$ cat config.mk
export PLATFORM = sky130hd
export DESIGN_NAME = ip_source_blocklist_filter_top
export DESIGN_NICKNAME = d
export VERILOG_FILES = /design/src/hdl/ipbf_pkg.sv /design/src/hdl/ipbf_datapath.sv /design/src/hdl/ipbf_ctrl.sv /design/src/hdl/ip_source_blocklist_filter_top.sv
export SDC_FILE = /design/constraint.sdc
export NUM_CORES = 2
export LEC_CHECK = 0
export BUFFER_PORTS_ARGS = -buffer_cell sky130_fd_sc_hd__buf_2
export CAP_MARGIN = 20
export CORE_UTILIZATION = 45
export CTS_CLUSTER_DIAMETER = 150
export DETAILED_ROUTE_END_ITERATION = 8
export SLEW_MARGIN = 20
export SYNTH_ARGS = -nofsm -noshare
export SYNTH_HDL_FRONTEND = slang
export SYNTH_SLANG_ARGS = --single-unit
$ cat constraint.sdc
create_clock -name clk -period 4.9 [get_ports clk]
set_clock_uncertainty 0.05 [all_clocks]
set_input_delay 0.98 -clock clk [delete_from_list [all_inputs] [get_ports clk]]
set_output_delay 0.98 -clock clk [all_outputs]
set_load 0.02 [all_outputs]
$ cat src/hdl/ipbf_pkg.sv
// Package with shared types and constants for the IPv4 source blocklist filter.
`default_nettype none
package ipbf_pkg;
  localparam int BlockEntriesDef = 32;
  localparam int AllowEntriesDef = 32;
  localparam int AddrW  = 32;
  localparam int LimW   = 4;
  localparam int SecW   = 17;
  localparam int CntOutW = 6;
  localparam logic [LimW-1:0] LimitMax  = 4'd10;
  localparam logic [SecW-1:0] SecondsMax = 17'd100000;
  localparam logic [3:0] Ipv4Version = 4'd4;

  typedef enum logic [2:0] {
    MODE_CHECK     = 3'd0,
    MODE_BLOCK_ADD = 3'd1,
    MODE_ALLOW_ADD = 3'd2,
    MODE_BLOCK_DEL = 3'd3,
    MODE_ALLOW_DEL = 3'd4,
    MODE_TICK      = 3'd5
  } mode_t;

  typedef enum logic [1:0] {
    ST_OK = 2'd0, ST_FULL = 2'd1, ST_NOT_FOUND = 2'd2, ST_LOCAL = 2'd3
  } status_t;

  typedef enum logic [2:0] {
    CFG_NET0_ADDR = 3'd0, CFG_NET0_MASK = 3'd1, CFG_NET0_VALID = 3'd2,
    CFG_NET1_ADDR = 3'd3, CFG_NET1_MASK = 3'd4, CFG_NET1_VALID = 3'd5
  } cfg_idx_t;

  typedef enum logic [2:0] {
    S_IDLE, S_SCAN, S_WAIT, S_APPLY, S_DONE
  } state_t;

  // Controller to datapath.
  typedef struct packed {
    logic load;    // capture the accepted item, reset scan
    logic step;    // advance the scan by one entry
    logic apply;   // perform the update and form the result
  } cmd_t;

  // Datapath to controller.
  typedef struct packed {
    logic scan_last;  // the entry now being presented is the last of both stores
  } sts_t;
endpackage
`default_nettype wire

$ cat src/hdl/ipbf_datapath.sv
// Datapath of the filter: entry stores, sequential scan and update logic.
`default_nettype none
module ipbf_datapath import ipbf_pkg::*; #(
  parameter int BLOCK_ENTRIES = BlockEntriesDef,
  parameter int ALLOW_ENTRIES = AllowEntriesDef
) (
  input  wire logic              clk,
  input  wire logic              rst_n,
  input  wire cmd_t              cmd,
  output sts_t                   sts,
  input  wire logic [2:0]        in_mode,
  input  wire logic [AddrW-1:0]  in_source_address,
  input  wire logic [3:0]        in_ip_version,
  input  wire logic [7:0]        in_repeat_limit,
  input  wire logic [16:0]       in_hold_seconds,
  input  wire logic              local_hit,
  output logic                   res_drop,
  output logic [1:0]             res_status,
  output logic [CntOutW-1:0]     res_block_entries,
  output logic [CntOutW-1:0]     res_allow_entries
);
  localparam int BIW = (BLOCK_ENTRIES > 1) ? $clog2(BLOCK_ENTRIES) : 1;
  localparam int AIW = (ALLOW_ENTRIES > 1) ? $clog2(ALLOW_ENTRIES) : 1;
  localparam int BCW = $clog2(BLOCK_ENTRIES + 1);
  localparam int ACW = $clog2(ALLOW_ENTRIES + 1);
  localparam int MAXE = (BLOCK_ENTRIES > ALLOW_ENTRIES) ? BLOCK_ENTRIES : ALLOW_ENTRIES;
  localparam int PW = $clog2(MAXE + 1);

  // Stores: address and attributes in memories, valid bits in flops.
  logic [AddrW-1:0] b_addr_mem [BLOCK_ENTRIES];
  logic [LimW-1:0]  b_lim_mem  [BLOCK_ENTRIES];
  logic [LimW-1:0]  b_cnt_mem  [BLOCK_ENTRIES];
  logic [SecW-1:0]  b_sec_mem  [BLOCK_ENTRIES];
  logic [AddrW-1:0] a_addr_mem [ALLOW_ENTRIES];
  logic [BLOCK_ENTRIES-1:0] b_valid_r, b_valid_nxt;
  logic [ALLOW_ENTRIES-1:0] a_valid_r, a_valid_nxt;
  logic [BCW-1:0] b_used_r, b_used_nxt;
  logic [ACW-1:0] a_used_r, a_used_nxt;

  // Captured item.
  logic [2:0]       mode_r;
  logic [AddrW-1:0] src_r;
  logic [3:0]       ver_r;
  logic [LimW-1:0]  lim_r;
  logic [SecW-1:0]  sec_r;
  logic             local_r;

  // Scan pointer and registered read data.
  logic [PW-1:0]    ptr_r;
  logic             rd_v_r;          // read data below belongs to a valid scan slot
  logic [PW-1:0]    rd_idx_r;
  logic [AddrW-1:0] rd_baddr_r, rd_aaddr_r;
  logic [LimW-1:0]  rd_blim_r, rd_bcnt_r;
  logic [SecW-1:0]  rd_bsec_r;

  // Scan results.
  logic          b_hit_r, a_hit_r, b_free_f_r, a_free_f_r;
  logic [BIW-1:0] b_hit_idx_r, b_free_r;
  logic [AIW-1:0] a_hit_idx_r, a_free_r;
  logic [LimW-1:0] b_hit_lim_r, b_hit_cnt_r;
  // Tick walk: write-back of one decremented entry per slot.
  logic           tk_we;
  logic [SecW-1:0] tk_sec;

  logic [BIW-1:0] rd_bi;
  logic [AIW-1:0] rd_ai;
  logic [BIW-1:0] ptr_bi;
  logic [AIW-1:0] ptr_ai;
  logic rd_in_b, rd_in_a, ptr_in_b, ptr_in_a;
  logic [LimW-1:0] lim_sat;
  logic [SecW-1:0] sec_sat;

  assign ptr_bi = ptr_r[BIW-1:0];
  assign ptr_ai = ptr_r[AIW-1:0];
  assign rd_bi  = rd_idx_r[BIW-1:0];
  assign rd_ai  = rd_idx_r[AIW-1:0];
  assign ptr_in_b = (ptr_r < PW'(BLOCK_ENTRIES));
  assign ptr_in_a = (ptr_r < PW'(ALLOW_ENTRIES));
  assign rd_in_b  = rd_v_r && (rd_idx_r < PW'(BLOCK_ENTRIES));
  assign rd_in_a  = rd_v_r && (rd_idx_r < PW'(ALLOW_ENTRIES));
  assign sts.scan_last = (ptr_r == PW'(MAXE - 1));

  assign lim_sat = (in_repeat_limit > 8'(LimitMax)) ? LimitMax : in_repeat_limit[LimW-1:0];
  assign sec_sat = (in_hold_seconds > SecondsMax) ? SecondsMax : in_hold_seconds;

  logic rb_valid, ra_valid, b_match, a_match;
  assign rb_valid = rd_in_b && b_valid_r[rd_bi];
  assign ra_valid = rd_in_a && a_valid_r[rd_ai];
  assign b_match  = rb_valid && (rd_baddr_r == src_r);
  assign a_match  = ra_valid && (rd_aaddr_r == src_r);

  always_comb begin
    tk_we  = 1'b0;
    tk_sec = rd_bsec_r - 1'b1;
    if (mode_r == MODE_TICK && rb_valid && rd_bsec_r != '0) tk_we = 1'b1;
  end

  // Memory reads, one entry per cycle; tick write-back at the registered index.
  always_ff @(posedge clk) begin
    if (ptr_in_b) begin
      rd_baddr_r <= b_addr_mem[ptr_bi];
      rd_blim_r  <= b_lim_mem[ptr_bi];
      rd_bcnt_r  <= b_cnt_mem[ptr_bi];
      rd_bsec_r  <= b_sec_mem[ptr_bi];
    end
    if (ptr_in_a) rd_aaddr_r <= a_addr_mem[ptr_ai];
    if (tk_we) b_sec_mem[rd_bi] <= tk_sec;
    if (cmd.apply) begin
      unique case (mode_r)
        MODE_BLOCK_ADD: begin
          if (!local_r) begin
            if (b_hit_r) begin
              b_lim_mem[b_hit_idx_r] <= lim_r;
              b_sec_mem[b_hit_idx_r] <= sec_r;
              b_cnt_mem[b_hit_idx_r] <=
                ((b_hit_cnt_r + 1'b1) >= lim_r) ? lim_r : b_hit_cnt_r + 1'b1;
            end else if (b_free_f_r) begin
              b_addr_mem[b_free_r] <= src_r;
              b_lim_mem[b_free_r]  <= lim_r;
              b_sec_mem[b_free_r]  <= sec_r;
              b_cnt_mem[b_free_r]  <= LimW'(1);
            end
          end
        end
        MODE_ALLOW_ADD: if (!a_hit_r && a_free_f_r) a_addr_mem[a_free_r] <= src_r;
        default: ;
      endcase
    end
  end

  // Capture, scan bookkeeping and payload.
  always_ff @(posedge clk) begin
    if (cmd.load) begin
      mode_r  <= in_mode;
      src_r   <= in_source_address;
      ver_r   <= in_ip_version;
      lim_r   <= lim_sat;
      sec_r   <= sec_sat;
      local_r <= local_hit;
      b_hit_r <= 1'b0; a_hit_r <= 1'b0;
      b_free_f_r <= 1'b0; a_free_f_r <= 1'b0;
      b_hit_idx_r <= '0; a_hit_idx_r <= '0; b_free_r <= '0; a_free_r <= '0;
      b_hit_lim_r <= '0; b_hit_cnt_r <= '0;
    end else if (rd_v_r) begin
      if (b_match && !b_hit_r) begin
        b_hit_r <= 1'b1; b_hit_idx_r <= rd_bi;
        b_hit_lim_r <= rd_blim_r; b_hit_cnt_r <= rd_bcnt_r;
      end
      if (a_match && !a_hit_r) begin
        a_hit_r <= 1'b1; a_hit_idx_r <= rd_ai;
      end
      if (rd_in_b && !b_valid_r[rd_bi] && !b_free_f_r) begin
        b_free_f_r <= 1'b1; b_free_r <= rd_bi;
      end
      if (rd_in_a && !a_valid_r[rd_ai] && !a_free_f_r) begin
        a_free_f_r <= 1'b1; a_free_r <= rd_ai;
      end
    end
    rd_idx_r <= ptr_r;
    if (cmd.apply) begin
      res_drop   <= (mode_r == MODE_CHECK) && (ver_r == Ipv4Version) && !a_hit_r &&
                    b_hit_r && (b_hit_cnt_r >= b_hit_lim_r);
      res_status <= ST_OK;
      unique case (mode_r)
        MODE_BLOCK_ADD:
          if (local_r) res_status <= ST_LOCAL;
          else if (!b_hit_r && b_used_r >= BCW'(BLOCK_ENTRIES)) res_status <= ST_FULL;
        MODE_ALLOW_ADD:
          if (!a_hit_r && a_used_r >= ACW'(ALLOW_ENTRIES)) res_status <= ST_FULL;
        MODE_BLOCK_DEL: if (!b_hit_r) res_status <= ST_NOT_FOUND;
        MODE_ALLOW_DEL: if (!a_hit_r) res_status <= ST_NOT_FOUND;
        default: ;
      endcase
      res_block_entries <= CntOutW'(b_used_nxt);
      res_allow_entries <= CntOutW'(a_used_nxt);
    end
  end

  // Control state: valid bits, fill counts, scan pointer.
  always_comb begin
    b_valid_nxt = b_valid_r;
    a_valid_nxt = a_valid_r;
    b_used_nxt  = b_used_r;
    a_used_nxt  = a_used_r;
    if (tk_we && tk_sec == '0) begin
      b_valid_nxt[rd_bi] = 1'b0;
      b_used_nxt = b_used_r - 1'b1;
    end
    if (cmd.apply) begin
      unique case (mode_r)
        MODE_BLOCK_ADD:
          if (!local_r && !b_hit_r && b_free_f_r) begin
            b_valid_nxt[b_free_r] = 1'b1; b_used_nxt = b_used_r + 1'b1;
          end
        MODE_ALLOW_ADD:
          if (!a_hit_r && a_free_f_r) begin
            a_valid_nxt[a_free_r] = 1'b1; a_used_nxt = a_used_r + 1'b1;
          end
        MODE_BLOCK_DEL:
          if (b_hit_r) begin
            b_valid_nxt[b_hit_idx_r] = 1'b0; b_used_nxt = b_used_r - 1'b1;
          end
        MODE_ALLOW_DEL:
          if (a_hit_r) begin
            a_valid_nxt[a_hit_idx_r] = 1'b0; a_used_nxt = a_used_r - 1'b1;
          end
        default: ;
      endcase
    end
  end

  always_ff @(posedge clk) begin
    if (!rst_n) begin
      b_valid_r <= '0; a_valid_r <= '0;
      b_used_r <= '0; a_used_r <= '0;
      ptr_r <= '0; rd_v_r <= 1'b0;
    end else begin
      b_valid_r <= b_valid_nxt; a_valid_r <= a_valid_nxt;
      b_used_r <= b_used_nxt; a_used_r <= a_used_nxt;
      rd_v_r <= cmd.step;
      if (cmd.load) ptr_r <= '0;
      else if (cmd.step) ptr_r <= ptr_r + 1'b1;
    end
  end

  // The fill counts always equal the number of set valid bits.
  a_bcount: assert property (@(posedge clk) disable iff (!rst_n)
    32'(b_used_r) == 32'($countones(b_valid_r)))
    else $error("blocklist fill count out of step with valid bits");
  a_acount: assert property (@(posedge clk) disable iff (!rst_n)
    32'(a_used_r) == 32'($countones(a_valid_r)))
    else $error("allowlist fill count out of step with valid bits");
  a_nostep: assert property (@(posedge clk) disable iff (!rst_n)
    cmd.apply |-> !cmd.step && !rd_v_r)
    else $error("update issued while scan still running");
endmodule
`default_nettype wire

$ cat src/hdl/ipbf_ctrl.sv
// Controller state machine sequencing scan, update and result transfer.
`default_nettype none
module ipbf_ctrl import ipbf_pkg::*; (
  input  wire logic clk,
  input  wire logic rst_n,
  input  wire logic in_valid,
  output logic      in_ready,
  output logic      out_valid,
  input  wire logic out_ready,
  output cmd_t      cmd,
  input  wire sts_t sts
);
  state_t state_r, state_nxt;

  always_ff @(posedge clk) begin
    if (!rst_n) state_r <= S_IDLE;
    else state_r <= state_nxt;
  end

  always_comb begin
    state_nxt = state_r;
    cmd = '0;
    in_ready = 1'b0;
    out_valid = 1'b0;
    unique case (state_r)
      S_IDLE: begin
        in_ready = 1'b1;
        if (in_valid) begin
          cmd.load = 1'b1;
          state_nxt = S_SCAN;
        end
      end
      S_SCAN: begin
        cmd.step = 1'b1;
        if (sts.scan_last) state_nxt = S_WAIT;
      end
      S_WAIT: state_nxt = S_APPLY;
      S_APPLY: begin
        cmd.apply = 1'b1;
        state_nxt = S_DONE;
      end
      S_DONE: begin
        out_valid = 1'b1;
        if (out_ready) state_nxt = S_IDLE;
      end
      default: state_nxt = S_IDLE;
    endcase
  end

  a_onecmd: assert property (@(posedge clk) disable iff (!rst_n)
    $onehot0({cmd.load, cmd.step, cmd.apply}))
    else $error("controller issued more than one command");
  a_apply_done: assert property (@(posedge clk) disable iff (!rst_n)
    cmd.apply |=> out_valid)
    else $error("result not presented after update");
  a_excl: assert property (@(posedge clk) disable iff (!rst_n)
    !(in_ready && out_valid))
    else $error("input taken while result pending");
endmodule
`default_nettype wire

$ cat src/hdl/ip_source_blocklist_filter_top.sv
// Top level of the IPv4 source blocklist and allowlist filter.
// Usage: one operation per input transfer on in_valid/in_ready (mode, source
// address, version nibble, repeat limit, hold time). Modes are packet check,
// block add, allow add, block delete, allow delete and a once-per-second tick.
// Each input transfer yields exactly one result transfer on out_valid/out_ready
// carrying drop, status and the fill counts of both stores after the operation.
// Every operation walks both stores one entry per cycle through the single read
// port of the entry memories, then passes through a wait and an update state
// before it presents the result. The block handles one item at a time. A
// stalled receiver holds the result steady and keeps in_ready low until the
// result transfer completes. Synchronous reset empties both stores at once
// through their valid bits and clears the configuration registers. The local
// subnet registers are to be written through cfg_we/cfg_index/cfg_data only
// while idle; the block itself does not enforce this.
`default_nettype none
module ip_source_blocklist_filter_top import ipbf_pkg::*; #(
  parameter int BLOCK_ENTRIES = BlockEntriesDef,
  parameter int ALLOW_ENTRIES = AllowEntriesDef
) (
  input  wire logic              clk,
  input  wire logic              rst_n,
  input  wire logic              cfg_we,
  input  wire logic [2:0]        cfg_index,
  input  wire logic [31:0]       cfg_data,
  input  wire logic              in_valid,
  output logic                   in_ready,
  input  wire logic [2:0]        in_mode,
  input  wire logic [31:0]       in_source_address,
  input  wire logic [3:0]        in_ip_version,
  input  wire logic [7:0]        in_repeat_limit,
  input  wire logic [16:0]       in_hold_seconds,
  output logic                   out_valid,
  input  wire logic              out_ready,
  output logic                   out_drop,
  output logic [1:0]             out_status,
  output logic [5:0]             out_block_entries,
  output logic [5:0]             out_allow_entries
);
  logic [31:0] net0_addr_r, net0_mask_r, net1_addr_r, net1_mask_r;
  logic        net0_valid_r, net1_valid_r;
  logic        local_hit;
  cmd_t cmd;
  sts_t sts;

  // Configuration registers; unknown indexes are ignored.
  always_ff @(posedge clk) begin
    if (!rst_n) begin
      net0_addr_r <= '0; net0_mask_r <= '0; net0_valid_r <= 1'b0;
      net1_addr_r <= '0; net1_mask_r <= '0; net1_valid_r <= 1'b0;
    end else if (cfg_we) begin
      unique case (cfg_index)
        CFG_NET0_ADDR:  net0_addr_r  <= cfg_data;
        CFG_NET0_MASK:  net0_mask_r  <= cfg_data;
        CFG_NET0_VALID: net0_valid_r <= cfg_data[0];
        CFG_NET1_ADDR:  net1_addr_r  <= cfg_data;
        CFG_NET1_MASK:  net1_mask_r  <= cfg_data;
        CFG_NET1_VALID: net1_valid_r <= cfg_data[0];
        default: ;
      endcase
    end
  end

  // A source inside either valid local subnet is never added to the blocklist.
  assign local_hit =
    (net0_valid_r && (((net0_addr_r ^ in_source_address) & net0_mask_r) == '0)) ||
    (net1_valid_r && (((net1_addr_r ^ in_source_address) & net1_mask_r) == '0));

  ipbf_ctrl u_ctrl (
    .clk, .rst_n, .in_valid, .in_ready, .out_valid, .out_ready, .cmd, .sts
  );

  ipbf_datapath #(.BLOCK_ENTRIES(BLOCK_ENTRIES), .ALLOW_ENTRIES(ALLOW_ENTRIES)) u_dp (
    .clk, .rst_n, .cmd, .sts,
    .in_mode, .in_source_address, .in_ip_version, .in_repeat_limit, .in_hold_seconds,
    .local_hit,
    .res_drop(out_drop), .res_status(out_status),
    .res_block_entries(out_block_entries), .res_allow_entries(out_allow_entries)
  );
endmodule
`default_nettype wire
# --- Word-level counts from Yosys, hierarchy flattened ---
# Memory sizes are Yosys's and may differ from the RTL's. A register that Yosys moved wholly into a read port is not among the register bits.
# Index checks and enable logic that the tools add are counted.
word_totals:
  register_bits: 330
  ramBits: 2848
  in_bits: 104
  output_inout_bits: 17
  word_cells: 241
  memories: 5
classes:
  n_addsub: 7
  magnitude_cmp: 18
  n_eq_ne: 23
  muxes: 78
  bitwise_logic: 13
  n_reduce_logical: 63
mem_list:
  columns: ["memory", "words", "word_bits", "read_ports", "rd_clocked_by_memory_dff", "write_ports", "line", "rtl"]
  rows:
  - ["u_dp.a_addr_mem", 32, 32, 1, 1, 1, "ipbf_datapath.sv:34", "logic [AddrW-1:0] a_addr_mem [ALLOW_ENTRIES];"]
  - ["u_dp.b_addr_mem", 32, 32, 1, 1, 1, "ipbf_datapath.sv:30", "logic [AddrW-1:0] b_addr_mem [BLOCK_ENTRIES];"]
  - ["u_dp.b_sec_mem", 32, 17, 1, 1, 1, "ipbf_datapath.sv:33", "logic [SecW-1:0] b_sec_mem [BLOCK_ENTRIES];"]
  - ["u_dp.b_cnt_mem", 32, 4, 1, 1, 1, "ipbf_datapath.sv:32", "logic [LimW-1:0] b_cnt_mem [BLOCK_ENTRIES];"]
  - ["u_dp.b_lim_mem", 32, 4, 1, 1, 1, "ipbf_datapath.sv:31", "logic [LimW-1:0] b_lim_mem [BLOCK_ENTRIES];"]
ops:
  columns: ["cell", "count"]
  rows:
  - ["two-way mux 32 bit", 6]
  - ["AND 32 bit", 5]
  - ["case mux 32 bit (2 select lines)", 2]
  - ["NOT 32 bit", 3]
  - ["equality test 32 bit", 2]
  - ["zero test 32 bit", 2]
  - ["bitwise OR 32 bit", 2]
  - ["XOR 32 bit", 2]
  - ["two-way mux 6 bit", 7]
  - ["two-way mux 1 bit", 37]
  - ["two-way mux 17 bit", 2]
  - ["OR reduction 17 bit", 2]
  - ["logical AND 1 bit", 30]
  - ["less-than comparator 5 x 6 -> 1 bit, second input constant", 5]
  - ["demux 1 bit (select 5 bit)", 5]
  - ["greater-or-equal comparator 5 x 1 -> 1 bit, second input constant", 5]
  - ["case mux 6 bit (2 select lines)", 2]
  - ["two-way mux 5 bit", 4]
  - ["AND reduction 2 bit", 10]
  - ["adder 6 x 1 -> 6 bit, second input constant", 3]
  - ["equality test 3 x 2 -> 1 bit, second input constant", 6]
  - ["> comparator 17 bit, second input constant", 1]
  - ["zero test 17 bit", 1]
  - ["nonzero test 17 bit", 1]
  - ["other kinds (28)", 57]

# --- Logic depth before layout (Yosys ltp) ---
logic_depth:
  depth_word: 12
  depth_mapped: 12
  mapped_depth_nobuf: 9

# --- Modules after synthesis ---
# A second synthesis with hierarchy kept.
hier_totals:
  cells_unflattened: 6148
  area_unflattened_um2: 127289.6
modules_own_cells:
  columns: ["module", "n_inst", "cells_per_inst", "area_per_inst_um2", "seq_area_each_um2"]
  rows:
  - ["ipbf_datapath", 1, 5443, 121365.1, 92899.1]
  - ["ip_source_blocklist_filter_top", 1, 680, 5718.0, 2602.5]
  - ["ipbf_ctrl", 1, 25, 206.4, 60.1]

# --- Worst setup path before layout ---
# No wires, ideal clock.
synth_path:
  path_kind: "reg-to-reg"
  startpoint: "register u_ctrl.state_r[1]"
  endpoint: "register u_dp.lim_r[0], enable pin"
  setup_ps: 449
  t_arrival_ps: 3264
  required_ps: 4401
  slack_ps: 1137
  path_stages_with_launch: 6
  path_buffers: 3
  synth_period_minus_slack_ps: 3763
  path_cell_list: "dfxtp_1 clkbuf_1 nor3_1 and2_1 clkbuf_1 clkbuf_1"
synth_lines:
  columns: ["item", "line", "rtl"]
  rows:
  - ["from (decl)", "ipbf_ctrl.sv:13", "state_t state_r, state_nxt;"]
  - ["from (signal assigned)", "ipbf_ctrl.sv:17", "else state_r <= state_nxt;"]
  - ["to (signal assigned)", "ipbf_datapath.sv:137", "lim_r <= lim_sat;"]
  - ["to (decl)", "ipbf_datapath.sv:44", "logic [LimW-1:0] lim_r;"]

# --- Worst setup path in the final report ---
layout_path:
  startpoint: "register u_dp.src_r[16]"
  endpoint: "register u_dp.a_hit_idx_r[4]"
layout_via:
  elab_chain_cells: 4
layout_lines:
  columns: ["item", "line", "rtl"]
  rows:
  - ["from (decl)", "ipbf_datapath.sv:42", "logic [AddrW-1:0] src_r;"]
  - ["from (signal assigned)", "ipbf_datapath.sv:135", "src_r <= in_source_address;"]
  - ["equality test 32 bit", "ipbf_datapath.sv:90", "assign a_match = ra_valid && (rd_aaddr_r == src_r);"]
  - ["logical AND 1 bit", "ipbf_datapath.sv:90", null]
  - ["logical AND 1 bit", "ipbf_datapath.sv:149", "if (a_match && !a_hit_r) begin"]
  - ["AND reduction 2 bit (no line)", null, null]
  - ["to (signal assigned)", "ipbf_datapath.sv:142", "b_hit_idx_r <= '0; a_hit_idx_r <= '0; b_free_r <= '0; a_free_r <= '0;"]
  - ["to (signal assigned)", "ipbf_datapath.sv:150", "a_hit_r <= 1'b1; a_hit_idx_r <= rd_ai;"]
  - ["to (decl)", "ipbf_datapath.sv:59", "logic [AIW-1:0] a_hit_idx_r, a_free_r;"]
# Every way passes these cells.
# A chain may end at the register's enable or synchronous reset.

==> results.json <==
{
  "synthArstFlopShare_pct": 0,
  "fin_crit_sh_pct": 85.76,
  "synth_fp_nets": 6291,
  "static-leakage-power_nw": 44.54,
  "cts_inserted_buffers": 331,
  "syn2layout_area_growth_pct": 13.99,
  "yosys_warnings": 0,
  "synth.yosys.seq_area_share_pct": 74.97,
  "synthCells": 6168,
  "final_common_cell": "edfxtp_1",
  "synth_xor_area_share_pct": 1.058,
  "post_cts_buffers": 0,
  "synth-compound-area-share_pct": 2.258,
  "worstSetupStartpointType": "flip-flop",
  "cts-resized-gates": 0,
  "clock_latency_ns": 0.90,
  "synthSimpleGateAreaFrac_pct": 3.264,
  "status": "finished, final reports clean",
  "cts_num_sinks": 3267,
  "tightest_slew_ns": 1.123,
  "synth_fa_ha_area_share_pct": 0.1865,
  "pre_cts_slack_ns": 0.8662,
  "required_ns": 5.57,
  "hold_path_class": "in -> reg",
  "crit_type": "reg -> reg",
  "slew_viol_final": 0,
  "fin_setup_tns_ns": 0,
  "initial_core_util_pct": 45.20,
  "core_area_mm2": 0.2820,
  "antenna_found_initial": 14,
  "num_rows": 195,
  "synth.mux.area_fraction_pct": 17.11,
  "grt_pass1_vias": 64180,
  "grt_pass1_wl_um": 475100,
  "ant_nets": 0,
  "io_buffer_count": 120,
  "drc": 0,
  "period_needed_ns": 4.202,
  "holdPathStages": 1,
  "cts_tree": "built",
  "drive_gt1_share_pct": 29.51,
  "grt_use_total_pct": 23.29,
  "cap_viol_max_count": 0,
  "power.density_mw_per_mm2": 393.5,
  "vias_per_cell": 6.015,
  "dp.cells": 9998,
  "r2r_cells": 7,
  "gr-total-overflow": 0,
  "final_cell_mix": "3013 x edfxtp_1, 898 x mux4_2, 345 x nand2_1",
  "end_kind": "flip-flop",
  "h-tree-depth": 5,
  "finalSetupViolations": 0,
  "ios": 121,
  "ys_ff_latch": 3267,
  "vias": 63710,
  "gp_congestion": 0.8542,
  "synth_top_family_by_area": "multiplexers",
  "root_buffer": "clkbuf_16",
  "max_freq_mhz": 238.0,
  "grt_max_degree": 114,
  "post-route-util_pct": 51.52,
  "die_w_um": 534.2,
  "wl_per_cell_um": 31.42,
  "synth_ff_type": "edfxtp_1",
  "relSlewSlack_pct": 25.10,
  "nNetsFinal": 6711,
  "dr.pass1.iters": 6,
  "fin_cells": 10590,
  "fillers": 22320,
  "synth_cell_types": 80,
  "ir_drop_mv": 0.3769,
  "drt_iter0_markers": 7097,
  "dieArea_mm2": 0.2854,
  "rsz0062_at_grt": "false",
  "cts_buffer_depth": 4,
  "cts_hold_buffers": 0,
  "hold_violations": 0,
  "path_clk_slew_ns": 0.06,
  "fp.dieH_um": 534.2,
  "crit_path_max_fanout": 17,
  "synthesis.area_mm2": 0.1275,
  "hpwl_um": 199700,
  "syn_avg_cell_area_um2": 20.67,
  "synth_edf_count": 3013,
  "wl_um": 332700,
  "setup_slack_ns": 0.6979,
  "arrival_ns": 4.87
}
==> registers in the layout, summed over array words and instances (netlist names), 17 cells and up <==
| name | cells |
|---|---|
| net0_addr_r | 32 |
| net0_mask_r | 32 |
| net1_addr_r | 32 |
| net1_mask_r | 32 |
| u_dp.a_addr_mem | 1024 |
| u_dp.a_valid_r | 32 |
| u_dp.b_addr_mem | 1024 |
| u_dp.b_cnt_mem | 128 |
| u_dp.b_lim_mem | 128 |
| u_dp.b_sec_mem | 544 |
| u_dp.b_valid_r | 32 |
| u_dp.rd_aaddr_r | 32 |
| u_dp.rd_baddr_r | 32 |
| u_dp.rd_bsec_r | 17 |
| u_dp.sec_r | 17 |
| u_dp.src_r | 32 |
==> path summary, 6_finish.rpt <==
path,start,end,slack (ns)
max reg2reg,u_dp.src_r[16],u_dp.a_hit_idx_r[4],0.70
min reg2reg,u_dp.ptr_r[5],u_dp.rd_idx_r[5],0.38
min,in_ip_version[2],u_dp.ver_r[2],0.24
max,u_dp.src_r[16],u_dp.a_hit_idx_r[4],0.70
==> per-stage QoR <==
| stage | hold slack [ns] | total power [mW] | area [um^2] |
|---|---|---|---|
| floorplan | 0.2790 | 32.55 | 127500 |
| global placement | 0.3949 | 33.42 | 135000 |
| detailed placement | 0.3999 | 33.45 | 135000 |
| CTS | 0.1929 | 57.55 | 145300 |
| global route | 0.2195 | 58.69 | 145300 |
| finish | 0.2428 | 57.18 | 145300 |
==> report_power, final <==
| group | internal, mW | switching [mW] |
|---|---|---|
| Combinational | 0.924 | 1.24 |
| Clock | 13.9 | 10.4 |
| Sequential | 30.5 | 0.169 |
| Total | 45.3 | 11.9 |
==> per-layer routing <==
metal	GRT usage, %	up-vias	routed length [um]
li1	-	26180	-
met1	33.67	34480	140500
met2	37.43	2623	161000
met3	3.606	420	24230
met4	5.473	2	7005
met5	0	-	11
==> critical path: stages (launching register included) <==
cell	delay [ns]
edfxtp_1	0.84
buf_4	0.35
xnor2_1	0.23
nand4_1	0.49
nor4_1	0.95
nand4_1	0.73
mux2i_1	0.33
nor2_1	0.06
==> cells in the mapped netlist, types with 9 or more instances <==
library cell	n	area (um^2)
o31a_1	19	166.4
buf_1	51	191.4
edfxtp_1	3013	90480
ha_1	19	237.7
a22oi_1	19	142.6
nand3_1	45	225.2
a21boi_0	130	975.9
xor2_1	96	840.8
dfxtp_1	254	5085
a21oi_1	85	425.4
o31ai_1	19	142.6
o21ai_0	62	310.3
nor2_1	258	968.4
nand2_1	345	1295
nor2b_1	24	150.1
inv_1	48	180.2
mux2i_1	57	570.6
mux4_2	898	20220
nand2b_1	24	150.1
or2_2	15	93.84
and2_1	19	118.9
clkbuf_1	248	930.9
or3_1	13	81.33
nor3b_1	9	67.56
nand4_1	27	168.9
and3_1	9	56.30
mux2_2	90	1013
xnor2_1	58	508.0
nor4_1	16	100.1
nor3_1	28	140.1
buf_2	26	130.1
o221a_1	13	146.4
nand3b_1	13	97.59
==> layout make-up <==
type | instances | area, um^2 | area share (%)
flip-flops and latches | 3267 | 95580 | 65.78
well taps | 3743 | 4683 | 3.223
diodes | 6 | 15.01 | 0.01033
clock buffers | 419 | 8777 | 6.040
multi-input cells | 2521 | 31130 | 21.42
inverters | 51 | 196.4 | 0.1352
clock inverters | 168 | 1501 | 1.033
repair buffers | 416 | 3425 | 2.357
==> cells by family (layout without fill, tap and decap cells) <==
group	count (synthesis)	in the layout
flip-flops	3267	3267
multiplexers	1045	1045
AND/OR/NAND/NOR	888	888
AO/OA/AOI/OAI	415	415
buffers and inverters	380	1054
XOR/XNOR	154	154
adder cells (fa/ha/maj)	19	19
other	0	6
No activity file was read; power rests on OpenSTA's default activity.
